<file path="config.mk">
export PLATFORM = sky130hd
export DESIGN_NAME = met4_ctrl
export DESIGN_NICKNAME = d
export VERILOG_FILES = /design/src/design/met4_pkg.sv /design/src/design/met4_ctrl.sv
export SDC_FILE = /design/constraint.sdc
export NUM_CORES = 1
export LEC_CHECK = 0
export BUFFER_PORTS_ARGS = -buffer_cell sky130_fd_sc_hd__buf_2
export CAP_MARGIN = 20
export CELL_PAD_IN_SITES_DETAIL_PLACEMENT = 1
export CELL_PAD_IN_SITES_GLOBAL_PLACEMENT = 1
export CORE_MARGIN = 5
export CORE_UTILIZATION = 40
export DETAILED_ROUTE_END_ITERATION = 10
export GPL_TIMING_DRIVEN = 0
export HOLD_SLACK_MARGIN = 0.02
export PLACE_DENSITY_LB_ADDON = 0.12
export SLEW_MARGIN = 5
export SYNTH_ARGS = -nofsm -noshare
export SYNTH_HDL_FRONTEND = slang
export SYNTH_SLANG_ARGS = --single-unit
</file>
<file path="constraint.sdc">
create_clock -name clk_i -period 2.1 [get_ports clk_i]
set_clock_uncertainty 0.15 [all_clocks]
set_input_delay 0.315 -clock clk_i [delete_from_list [all_inputs] [get_ports clk_i]]
set_output_delay 0.315 -clock clk_i [all_outputs]
set_load 0.1 [all_outputs]
</file>
<file path="src/design/met4_pkg.sv">
`default_nettype none

package met4_pkg;

  localparam int unsigned LANES        = 4;
  localparam int unsigned FRAC_BITS    = 28;
  localparam int unsigned Z_W          = 32;
  localparam int unsigned P_W          = 2 * Z_W;
  localparam int unsigned CNT_W        = 16;
  localparam int unsigned THRESH_SHIFT = 2 * FRAC_BITS + 2;
  localparam bit          HAS_THRESH   = (THRESH_SHIFT < P_W);
  localparam logic [P_W-1:0] THRESH    = HAS_THRESH ? (64'd1 << THRESH_SHIFT) : '0;
  localparam logic [CNT_W-1:0] MAX_ITER_RST = 16'd256;

  localparam logic signed [P_W-1:0] SAT_HI = 64'sh0000_0000_7FFF_FFFF;
  localparam logic signed [P_W-1:0] SAT_LO = -64'sh0000_0000_8000_0000;

  typedef struct packed {
    logic signed [Z_W-1:0] c_real_0;
    logic signed [Z_W-1:0] c_real_1;
    logic signed [Z_W-1:0] c_real_2;
    logic signed [Z_W-1:0] c_real_3;
    logic signed [Z_W-1:0] c_imag;
  } in_t;

  typedef struct packed {
    logic [CNT_W-1:0] count_0;
    logic [CNT_W-1:0] count_1;
    logic [CNT_W-1:0] count_2;
    logic [CNT_W-1:0] count_3;
  } out_t;

  // Controller to datapath.
  typedef struct packed {
    logic load;
    logic mul;
    logic upd;
    logic emit;
  } cmd_t;

  // Datapath to controller.
  typedef struct packed {
    logic any_pass;
  } status_t;

  function automatic logic signed [Z_W-1:0] sat32(input logic signed [P_W-1:0] v);
    logic signed [Z_W-1:0] r;
    if (v > SAT_HI) begin
      r = SAT_HI[Z_W-1:0];
    end else if (v < SAT_LO) begin
      r = SAT_LO[Z_W-1:0];
    end else begin
      r = v[Z_W-1:0];
    end
    return r;
  endfunction

endpackage

`default_nettype wire

</file>
<file path="src/design/met4_ctrl.sv">
`default_nettype none

module met4_ctrl (
  input  wire logic                      clk_i,
  input  wire logic                      rst_ni,
  input  wire logic                      cfg_we_i,
  input  wire logic [met4_pkg::CNT_W-1:0] cfg_wdata_i,
  input  wire logic                      in_valid_i,
  output logic                           in_ready_o,
  output logic                           out_valid_o,
  input  wire logic                      out_ready_i,
  input  wire met4_pkg::status_t         status_i,
  output met4_pkg::cmd_t                 cmd_o
);
  import met4_pkg::*;

  typedef enum logic [3:0] {
    S_IDLE = 4'b0001,
    S_MUL  = 4'b0010,
    S_UPD  = 4'b0100,
    S_FIN  = 4'b1000
  } state_e;

  state_e           state_q, state_d;
  logic [CNT_W-1:0] max_q, max_d;
  logic [CNT_W-1:0] iter_q, iter_d;
  logic             out_valid_q, out_valid_d;
  logic             last_iter;

  assign last_iter = (CNT_W'(iter_q + 1'b1) == max_q);

  always_comb begin
    state_d     = state_q;
    iter_d      = iter_q;
    max_d       = cfg_we_i ? cfg_wdata_i : max_q;
    cmd_o       = '0;
    in_ready_o  = 1'b0;
    out_valid_d = out_valid_q && !out_ready_i;
    unique case (state_q)
      S_IDLE: begin
        in_ready_o = 1'b1;
        if (in_valid_i) begin
          cmd_o.load = 1'b1;
          iter_d     = '0;
          state_d    = (max_q == '0) ? S_FIN : S_MUL;
        end
      end
      S_MUL: begin
        cmd_o.mul = 1'b1;
        state_d   = S_UPD;
      end
      S_UPD: begin
        cmd_o.upd = 1'b1;
        iter_d    = CNT_W'(iter_q + 1'b1);
        state_d   = (!status_i.any_pass || last_iter) ? S_FIN : S_MUL;
      end
      S_FIN: begin
        // Hold until the output register is free.
        if (!out_valid_q || out_ready_i) begin
          cmd_o.emit  = 1'b1;
          out_valid_d = 1'b1;
          state_d     = S_IDLE;
        end
      end
      default: state_d = S_IDLE;
    endcase
  end

  always_ff @(posedge clk_i or negedge rst_ni) begin
    if (!rst_ni) begin
      state_q     <= S_IDLE;
      max_q       <= MAX_ITER_RST;
      iter_q      <= '0;
      out_valid_q <= 1'b0;
    end else begin
      state_q     <= state_d;
      max_q       <= max_d;
      iter_q      <= iter_d;
      out_valid_q <= out_valid_d;
    end
  end

  assign out_valid_o = out_valid_q;

endmodule

`default_nettype wire

</file>
After elaboration in Yosys (flattened, before gate mapping)
Cells that the tools add are included.
- bits of input ports: 22
- output and inout bits: 6
- register bits after elaboration: 37
- add/subtract/negate cells: 1
- eq/ne operators: 7
- reductions and logical operators: 10
- multiplexer cells: 16
- operators by type and width (operator ; count):
    16-bit case mux with 2 select lines ; 1
    16-bit by 1-bit adder with 16-bit output (second input constant) ; 1
    16-bit == test ; 1
    16-bit zero test ; 1
    16-bit 2-to-1 mux ; 1
    4-bit 2-to-1 mux ; 4
    4-bit case mux with 4 select lines ; 1
    1-bit 2-to-1 mux ; 9
    4-bit by 1-bit == test with 1-bit output (second input constant) ; 1
    4-bit by 2-bit == test with 1-bit output (second input constant) ; 1
    4-bit by 3-bit == test with 1-bit output (second input constant) ; 1
    4-bit == test (second input constant) ; 1
    2-bit != test (second input constant) ; 2
    2-bit AND reduction ; 2
    1-bit zero test ; 3
    1-bit logical OR ; 2
    2-bit nonzero test ; 1
    1-bit logical AND ; 1

Longest topological paths before layout
- depth after elaboration: 5
- gate-level depth with buffers: 8
- gate-level depth less buffers: 7

Worst setup path after synthesis
No wires, ideal clock.
- kind: register to register
- from: register state_q[0]
- to: register iter_q[7]
- clock period less this slack: 5.962 ns
- arrival: 5.678 ns
- path slack: -3.862 ns
- data required time: 1.816 ns
- setup time: 0.134 ns
- stages on the path, launching flop included: 8
- cells stage by stage: dfstp_2 > nor4b_1 > nand2_1 > inv_1 > nor2_1 > clkbuf_1 > o21ai_0 > o41ai_1
- longest elaborated chain between the ends: 3
- ends and longest elaborated chain (what ; RTL line ; RTL):
    start, declared ; met4_ctrl.sv:24 ; state_e state_q, state_d;
    start signal, assigned ; met4_ctrl.sv:76 ; state_q <= state_d;
    4-bit by 1-bit == test with 1-bit output or 4-bit by 3-bit == test with 1-bit output (tied branches) ; met4_ctrl.sv:39 ; unique case (state_q)
    2-bit != test (no source line) or 2-bit nonzero test (tied branches) ; n/a ;
    2-bit AND reduction (no source line) ; n/a ;
    end signal, assigned ; met4_ctrl.sv:78 ; iter_q <= iter_d;
    end, declared ; met4_ctrl.sv:26 ; logic [CNT_W-1:0] iter_q, iter_d;
Several ways; a longest one is shown, not always the timed one.
A chain may end at the register's enable or synchronous reset.

Final worst setup path
- from: register iter_q[10]
- to: register state_q[1]
- longest elaborated chain between the ends: 5
- ends and longest elaborated chain (what ; RTL line ; RTL):
    16-bit by 1-bit adder with 16-bit output ; met4_ctrl.sv:30 ; assign last_iter = (CNT_W'(iter_q + 1'b1) == max_q);
    16-bit == test ; met4_ctrl.sv:30 ;
    1-bit logical OR ; met4_ctrl.sv:55 ; state_d = (!status_i.any_pass || last_iter) ? S_FIN : S_MUL;
    4-bit 2-to-1 mux ; met4_ctrl.sv:55 ;
    4-bit case mux with 4 select lines ; met4_ctrl.sv:39 ;
No other way between the ends.

==> results.md <==
- R2R Setup Slk: -0.14 ns
- Seq pwr share: 0.381
- Syn Nets: 258
- Final HPWL DP: 4.297 mm
- 1st-iter DRT viols: 84
- Yosys cell types: 49
- Synth area leaders: dfrtp_1 39%, mux2_2 7.5%, xnor2_1 7.0%
- Detailed-route via count: 2,110
- GRT Util Overall: 0.1938
- Clock root cell: clkbuf_8
- Drt first pass iters: 4
- Chip Width: 84.93 um
- Num Clock Sinks: 37
- Row cnt: 27
- Avg Inst Size Synth: 9.557 sq um
- Fin crit period: 2.241 ns
- Fin crit share: 1.067
- DR DRC count: 0
- Status: finished, violations left
- Yosys warns: 0
- Clk pwr share: 0.220
- RSZ-0062 raised after global routing: true
- Seq/Total Area, Yosys: 0.4134
- Peak supply drop: 702.8 uV
- Worst skew pair latency: about 0.29 ns
- CP Class: register to register
- Fillers: between 600 and 700
- Final Non-Filler Cells: 372
- Flops & latches, synth: 37
- Vias in the first global route: 2,195
- Worst Hold Class: input pin to register
- Final setup violation count: 3
- Fmax achieved: 446.3 MHz
- N_diodes: 0
- Net switching fraction of the power: 0.3870
- Slew @ Worst Pin: between 0.8 and 0.9 ns
- Max Cap Violations: 0
- Initial antenna violation count: 0
- Layout cells sized above 1: 0.4167
- Async set or reset register ratio after synthesis: 1.000
- Failing checks: negative setup slack
- Worst Path Required: roughly 2.1 ns
- Cell leakage power: between 1 and 1.5 nW
- Global placement routability congestion: about 0.84
- Initial Utilization: 0.4104
- P&R area growth vs syn: 37.44%
- Die Height: 84.93 um
- Reg clk slew, reported paths: 0.07 ns
- Final Hold Viols: 0
- EDFF count, synth: 0
- Top cell type's share of synthesized area: 0.3900
- Synthesized area: roughly 0.0022 sq mm
- RR Endpoint: state_q[1]$_DFFE_PN0P_
- Total Power: 2.366 mW
- Crit path DAT: 2.27 ns
- Total gr overflow: 0
- Avg Vias per Cell: 5.672
- Setup crit start: iter_q[10]$_DFFE_PN0P_
- Cell taking the most area after synthesis: dfrtp_1
- Hold path startpoint: cfg_wdata_i[12]
- Power density cells: roughly 770 mW/mm^2
- Cell Int Power: 1.450 mW
- Placed Instances: around 330
- Place WS: -0.6344 ns
- WL per Instance: approximately 18 um
- Final Max Tran Viols: 0
- Buffers on Ports: 26
- Crit end category: register
- First-pass GRT wire length: 11.28 mm
- CTS Buffer Depth: 2
- CTS tree: done
- Crit-path max FO: 5
- Cell count after synthesis: 235
- Post-Route Utilization: 0.5640
- I/O pin count: 28
- Comb power frac: 0.399
- Die Area: 0.007213 sq mm
- Sw Pwr: 0.9154 mW
- H-Tree Depth: 2
- NumNets Final: 322
- Total CTS buffers: 5
- Largest net degree at the start of global routing: 38
- Ys flop type: dfrtp_1
- Reg2reg path depth: 7
- Startpoint types: register
- Crit path to: state_q[1]$_DFFE_PN0P_
- Reg-to-reg startpoint: iter_q[10]$_DFFE_PN0P_
- Final wirelength: around 6.7 mm
- Detail Route Antenna Nets: 0
- Slew HR: 0.4506
- Worst setup margin: -0.1408 ns
- Core Box Area: 0.005473 sq mm
-- cells in the final DEF, fill, tap and decap left out, drive strengths merged, types with 2 or more instances in the layout --
| master | Yosys | routed |
|---|---|---|
| a21oi | 7 | 7 |
| a31oi | 3 | 3 |
| buf | 9 | 66 |
| clkbuf | 6 | 13 |
| dfrtp | 35 | 35 |
| dfstp | 2 | 2 |
| inv | 7 | 6 |
| mux2 | 15 | 15 |
| nand2 | 17 | 17 |
| nand2b | 2 | 2 |
| nand3 | 11 | 11 |
| nand4 | 6 | 6 |
| nor2 | 18 | 18 |
| nor2b | 3 | 3 |
| nor3 | 3 | 3 |
| nor4 | 11 | 11 |
| nor4b | 3 | 3 |
| o21ai | 23 | 23 |
| o31ai | 7 | 7 |
| o41ai | 2 | 2 |
| or2 | 2 | 2 |
| or3 | 2 | 2 |
| or4b | 2 | 2 |
| xnor2 | 18 | 18 |
| xor2 | 3 | 3 |
-- cell usage after synthesis, drive strengths merged, types with 2 or more instances --
cell type and n:
buf 9, a21oi 7, xnor2 18, nor2b 3
dfrtp 35, nand4 6, mux2 15, or3 2
or2 2, nand2b 2, nor4b 3, nor3 3
o41ai 2, xor2 3, inv 7, nor4 11
nand2 17, o21ai 23, dfstp 2, nand3 11
or4b 2, clkbuf 6, o31ai 7, nor2 18
a31oi 3
-- state kept, by name (all words and copies together) (netlist names) --
name	cells
iter_q	16
max_q	16
out_valid_o	1
state_q	4
-- worst min-delay path by stage --
stage | cells after the start | to | slack [ns]
final | 3 | max_q[12]$_DFFE_PN0P_ | 0.08
after global routing | 3 | max_q[12]$_DFFE_PN0P_ | 0.1
after CTS | 3 | max_q[12]$_DFFE_PN0P_ | 0.08
after detailed placement | 1 | max_q[2]$_DFFE_PN0P_ | 0.33
after global placement | 1 | max_q[2]$_DFFE_PN0P_ | 0.32
after floorplan | 0 | iter_q[0]$_DFFE_PN0P_ | -0.13
-- per-stage QoR --
stage | area (sq um) | hold WS, ns | setup TNS, ns
6_report | 3087 | 0.08104 | -0.3305
5_1_grt | 3087 | 0.09743 | -0.6816
4_1_cts | 2980 | 0.08018 | -0.3493
3_5_place_dp | 2521 | 0.3319 | -2.904
3_3_place_gp | 2521 | 0.3242 | -2.481
2_1_floorplan | 2301 | -0.1306 | -15.59
-- final cells by class --
class / instances / area, sq um / area share
timing repair buffer: 58 / 424.2 / 0.1374
inverter: 7 / 32.53 / 0.01054
clock buffer: 8 / 90.09 / 0.02919
tap: 72 / 90.09 / 0.02919
buffer: 14 / 135.1 / 0.04378
multi-input combinational: 176 / 1380 / 0.4471
sequential: 37 / 934.6 / 0.3028
-- worst max-delay path, cell delays in order, from the launching register on --
cell     delay (ns)
dfrtp_1        0.43
nand4_1        0.18
buf_4          0.20
nor4_4         0.31
xnor2_1        0.13
nor4_2         0.32
nand4_1        0.20
a31o_1         0.21
-- timing repair --
action,CTS,global route
endpoints found under the hold margin,35,0
gates cloned,0,0
setup buffers,23,8
hold buffers,1,0
endpoints found under the setup margin,20,8
gates resized for setup,46,10
pin swaps,14,8
-- power groups by stage --
stage          combinational [mW]  sequential, mW  clock [mW]
3_3_place_gp                0.746           0.906           0
2_1_floorplan               0.601           0.886           0
6_report                    0.945           0.901       0.520
4_1_cts                     0.874           0.902       0.545
5_1_grt                      1.01           0.914       0.570
3_5_place_dp                0.753           0.911           0
-- routing by layer --
layer	up-vias	wire, um	global-route usage
li1	986	-	-
met1	1063	3092	0.2444
met2	48	3269	0.3324
met3	13	261	0.04175
met4	0	99	0.05755
met5	-	0	0
-- logic make-up (layout without fill, tap and decap cells) --
logic type | Yosys count | count (layout) | share of synthesized area
and+or+nand+nor | 86 | 86 | 0.2189
AOI/OAI and AO/OA | 52 | 52 | 0.1482
DFF | 37 | 37 | 0.4134
muxes | 16 | 16 | 0.07967
adders and majority gates | 1 | 1 | 0.005570
buffers and inverters | 22 | 87 | 0.05237
xor gates and xnor gates | 21 | 21 | 0.08190
No activity file was read; power rests on OpenSTA's default activity.
